--- src/design/cfd_pkg.sv ---
// Shared types and constants for the connection flood detector.
// No dependencies; imported by cfd_cell and connection_flood_detector_top.
package cfd_pkg;

  localparam int unsigned TableEntriesDefault = 64;
  localparam int unsigned AddrW    = 32;
  localparam int unsigned TimeW    = 32;
  localparam int unsigned CountW   = 8;
  localparam int unsigned CfgIdxW  = 2;
  localparam int unsigned CfgDataW = 32;
  localparam int unsigned InDataW  = AddrW + TimeW;
  localparam int unsigned OutDataW = 16;

  localparam logic [TimeW-1:0]  ExpiryReset = 32'd40000;
  localparam logic [CountW-1:0] LimitReset  = 8'd2;
  localparam logic [CountW-1:0] CountMax    = 8'd255;
  localparam logic [CountW-1:0] CountOne    = 8'd1;

  localparam logic [CfgIdxW-1:0] RegExpiryWindow = 2'd0;
  localparam logic [CfgIdxW-1:0] RegFloodLimit   = 2'd1;

  // lookup token passed from cell to cell
  typedef struct packed {
    logic              active;
    logic              hit;
    logic              taken;
    logic [CountW-1:0] count;
  } cfd_tok_t;

  // request fields broadcast to every cell during a scan
  typedef struct packed {
    logic [AddrW-1:0] addr;
    logic [TimeW-1:0] now;
    logic [TimeW-1:0] window;
  } cfd_req_t;

  // end-of-scan control broadcast to every cell
  typedef struct packed {
    logic finish;
    logic insert;
  } cfd_ctrl_t;

  typedef enum logic [1:0] {
    StIdle,
    StScan,
    StDone
  } cfd_state_e;

endpackage

--- src/design/cfd_cell.sv ---
// One table entry of the connection flood detector with its share of the lookup.
// Depends on cfd_pkg; instantiated as a chain by connection_flood_detector_top.
module cfd_cell (
  input  logic              clk_i,
  input  logic              rst_ni,
  input  cfd_pkg::cfd_req_t  req_i,
  input  cfd_pkg::cfd_ctrl_t ctrl_i,
  input  cfd_pkg::cfd_tok_t  tok_i,
  output cfd_pkg::cfd_tok_t  tok_o
);
  import cfd_pkg::*;

  logic              valid_q, valid_d;
  logic              pend_q, pend_d;
  logic [AddrW-1:0]  addr_q;
  logic [CountW-1:0] count_q, count_inc;
  logic [TimeW-1:0]  last_q;
  cfd_tok_t          tok_q, tok_d;
  logic              expired, live, match, free;

  assign expired = valid_q &&
                   ({1'b0, req_i.now} > ({1'b0, last_q} + {1'b0, req_i.window}));
  assign live    = valid_q && !expired;
  assign match   = tok_i.active && live && (addr_q == req_i.addr) && !tok_i.hit;
  assign free    = tok_i.active && !live && !tok_i.taken;
  assign count_inc = (count_q == CountMax) ? count_q : count_q + CountOne;

  always_comb begin
    valid_d = valid_q;
    pend_d  = pend_q;
    if (tok_i.active && expired) begin
      valid_d = 1'b0;
    end
    if (free) begin
      pend_d = 1'b1;
    end
    if (ctrl_i.finish) begin
      if (ctrl_i.insert && pend_q) begin
        valid_d = 1'b1;
      end
      pend_d = 1'b0;
    end
  end

  always_comb begin
    tok_d        = tok_i;
    tok_d.hit    = tok_i.hit | match;
    tok_d.taken  = tok_i.taken | free;
    tok_d.count  = match ? count_inc : tok_i.count;
    tok_d.active = tok_i.active;
  end

  always_ff @(posedge clk_i or negedge rst_ni) begin
    if (!rst_ni) begin
      valid_q <= 1'b0;
      pend_q  <= 1'b0;
      tok_q   <= '0;
    end else begin
      valid_q <= valid_d;
      pend_q  <= pend_d;
      tok_q   <= tok_d;
    end
  end

  always_ff @(posedge clk_i) begin
    if (match) begin
      count_q <= count_inc;
      last_q  <= req_i.now;
    end else if (free) begin
      addr_q  <= req_i.addr;
      count_q <= CountOne;
      last_q  <= req_i.now;
    end
  end

  assign tok_o = tok_q;

endmodule
--- config.mk ---
export PLATFORM = sky130hd
export DESIGN_NAME = cfd_cell
export DESIGN_NICKNAME = d
export VERILOG_FILES = /design/src/design/cfd_pkg.sv /design/src/design/cfd_cell.sv
export SDC_FILE = /design/constraint.sdc
export NUM_CORES = 1
export LEC_CHECK = 0
export BUFFER_PORTS_ARGS = -buffer_cell sky130_fd_sc_hd__buf_2
export CAP_MARGIN = 0
export CORE_MARGIN = 10
export CORE_UTILIZATION = 55
export CTS_BUF_LIST = sky130_fd_sc_hd__clkbuf_4 sky130_fd_sc_hd__clkbuf_8 sky130_fd_sc_hd__clkbuf_16
export CTS_CLUSTER_DIAMETER = 120
export DETAILED_ROUTE_END_ITERATION = 10
export GPL_TIMING_DRIVEN = 0
export HOLD_SLACK_MARGIN = 0.1
export PLACE_DENSITY = 0.81
export SYNTH_ARGS = -nofsm -noshare
export SYNTH_HDL_FRONTEND = slang
export SYNTH_SLANG_ARGS = --single-unit
--- constraint.sdc ---
create_clock -name clk_i -period 22.4 [get_ports clk_i]
set_input_delay 0 -clock clk_i [delete_from_list [all_inputs] [get_ports clk_i]]
set_output_delay 0 -clock clk_i [all_outputs]
set_load 0.1 [all_outputs]
==> summary.txt <==
Synthesis
  – Post-synth EDFFs: 72
  – Unique cell type count in the Yosys netlist: 49
  – Syn Area/Cell: 11.4 um2
  – Sequential area share after synthesis: 0.451
  – Mapped cell area: 5520 um2
  – Yosys warning count: 0
  – Gate Count Post-Synth: 482
  – Top_reg_cell synth: edfxtp_1
  – Post-Syn Nets: 659
  – Post-synth ARST share: 0.153
  – Register bit total from synthesis: 85

Timing
  – Least-Margin Pin Slew: 0.905 ns
  – Final Cycle Share: 0.276
  – Final setup viols: 0
  – Fmax: 162 MHz
  – Final setup margin: 16.22 ns
  – Final hold vios: 0
  – Fin crit period: 6.18 ns
  – Hold_ws: 0.323 ns
  – Slew Viols, Final: 0
  – Setup TNS: 0 ns
  – RSZ-0062 raised after global routing: false
  – Slew headroom: 0.394
  – Fin Clk Skew: 0.0191 ns

Global routing
  – GRT Residual Overflow: 0
  – GRT Util Overall: 0.210
  – First-pass GRT wire length: 24700 um
  – Initial antenna violation count: 0
  – Vias in the first global route: 5068
  – Largest net degree at the start of global routing: 34

Clock network
  – H-tree depth: 3
  – # resized after CTS: 0
  – CTS tree: done
  – Root Buffer: clkbuf_8
  – Clk_lat worst skew: 0.37 ns
  – Clock Sinks: 85
  – Setup Buffers After CTS: 0
  – Clock slew seen by the registers of the worst setup and hold paths: 0.10 ns
  – CTS Hold Bufs: 79
  – Max clock buf depth: 2
  – Num CTS Buffers: 9

Place
  – Final HPWL DP: 10900 um
  – Routability cong.: 0.923
  – Setup WS pre-CTS: 16.28 ns
  – Placed cell areas: 6340 um2
  – I/O Buffers: 121
  – DP Cell Count: 739

Cells and area
  – Post-layout util: 0.751
  – ANT cells: 0
  – Final non-filler cell area: 7340 um2
  – Share of layout cells above drive strength 1: 0.223
  – Nets: 873
  – Synth-to-layout area growth: 33.0%
  – Filler instances: 612
  – Final std cells w/o fill: 834

Floorplanning
  – Row Count: 36
  – Initial Util: 0.564
  – Chip width: 120 um
  – Chip height: 120 um
  – I/O pins: 122
  – Core ar.: 9770 um2
  – Die Area: 14400 um2

Critical path
  – Element type at the critical path end: flip-flop
  – Arrival time at the worst endpoint: 6.24 ns
  – Setup CP Type: reg2reg
  – Crit path buf inv count: 1
  – Worst-path cell chain: ha_1 > fa_1 > a211oi_1 > o21ai_0 > or3b_4 > a22oi_1 > a21oi_1 > o21ai_0 > a311oi_1 > xor2_1 > ha_1 > nand4_1 > nor3_1 > nand3_1 > a31oi_1 > a2111oi_0 > a22o_4 > nor3_2 > or2_2 > buf_12
  – CP max FO: 33
  – Largest stage delay, worst path: 0.69 ns
  – CP top delay family: compound AO/OA/AOI/OAI gates
  – Worst path slowest cell: nor3_2
  – Critical Path Source Type: flip-flop
  – CP required: 22.46 ns

Detailed routing
  – Detailed Routing Iterations Pass 1: 5
  – Starting DRC count in detailed routing: 291
  – Via-per-instance ratio: 5.59
  – DR WL/cell: 18.3 um
  – Final WL: 15200 um
  – Routed via count: 4666
  – Post-route ant nets: 0
  – Residual DRC: 0

Outcome
  – Outcome: completed

Worst hold path
  – HP Class: in2reg

Power
  – Cell area power density: 66.5 nW/um2
  – Leak: 3.19 nW
  – Worst IR Drop VDD: 0.0557 mV
  – Total power: 0.488 mW

Job
  – Maxcap violations: 0
[Yosys cell counts (all sizes together) (7+ instances only)]
master / instances / share of area
a211oi: 10 / 0.014
a21o: 23 / 0.031
a21oi: 40 / 0.036
and2: 8 / 0.0091
and3: 11 / 0.012
dfrtp: 13 / 0.059
edfxtp: 72 / 0.39
ha: 65 / 0.15
inv: 12 / 0.0082
mux2: 7 / 0.014
nand2: 21 / 0.014
nand3: 8 / 0.0073
nand4: 11 / 0.012
nor2: 20 / 0.014
nor4: 8 / 0.0091
o21a: 7 / 0.0095
o21ai: 21 / 0.019
xnor2: 21 / 0.033
xor2: 44 / 0.070
[where the power goes]
group	total [mW]	internal [mW]	switching, mW
Combinational	0.172	0.0765	0.0957
Sequential	0.198	0.191	0.00741
Clock	0.118	0.0542	0.0633
Total	0.488	0.321	0.166
[logic make-up after synthesis]
group                    share of synthesized area
AO/OA/AOI/OAI                                0.155
multiplexers                                0.0179
adder cells (fa/ha/maj)                      0.151
XOR/XNOR                                     0.103
AND/OR/NAND/NOR                              0.110
buffers and inverters                       0.0116
flip-flops                                   0.451
[final cells by class]
type	count	area (um2)	share of cell area
buffer	3	18.8	0.00256
multi-input combinational	382	2970	0.405
inverter	12	45.0	0.00614
tap	133	166	0.0227
timing repair buffer	203	1440	0.196
clock inverter	7	85.1	0.0116
sequential	85	2490	0.339
clock buffer	9	124	0.0169
[worst register-to-register path, delay by kind of cell (launching register included)]
family / cells / cell delay, ns
xor gates and xnor gates: 1 / 0.12
and+or+nand+nor: 6 / 1.97
DFF: 1 / 0.38
AOI/OAI and AO/OA: 9 / 2.16
adders and majority gates: 3 / 0.98
buffers and inverters: 1 / 0.26
[sequential cells by signal, indices dropped and copies added (netlist names)]
register / count
count_q: 8
tok_o: 11
valid_q: 1
pend_q: 1
addr_q: 32
last_q: 32
[cells in the final DEF (no fill, tap or decap), types with 4 or more instances in the layout]
master         count
buf_2            121
dlygate4sd3_1     79
edfxtp_1          72
ha_1              65
xor2_1            44
a21oi_1           40
a21o_1            23
o21ai_0           21
nand2_1           21
xnor2_1           21
nor2_1            20
dfrtp_1           13
inv_1             12
and3_1            11
nand4_1           11
a211oi_1          10
clkbuf_8           9
nor4_1             8
and2_1             8
nand3_1            8
o21a_1             7
mux2_2             7
o211ai_1           6
nor2b_1            6
o21bai_1           6
nand2b_1           4
inv_6              4
[layer usage]
layer	track usage	vias to the layer above	routed length, um
li1	-	2275	-
met1	0.230	2194	6040
met2	0.378	173	7730
met3	0.0642	24	1210
met4	0.0701	0	272
met5	0	-	0
[worst paths after layout]
path                               to  slack, ns  cells past startpoint  startpoint
min in group asynchronous    tok_o[0]       0.73                      3      rst_ni
setup reg to reg           last_q[13]      16.22                     20   last_q[0]
hold / removal              tok_o[10]       0.32                      2   tok_i[10]
max in group asynchronous    tok_o[3]      21.26                      3      rst_ni
hold reg to reg                pend_q       0.53                      1      pend_q
setup / recovery           last_q[13]      16.22                     20   last_q[0]
Note: power is estimated with default switching activity, not from simulation.
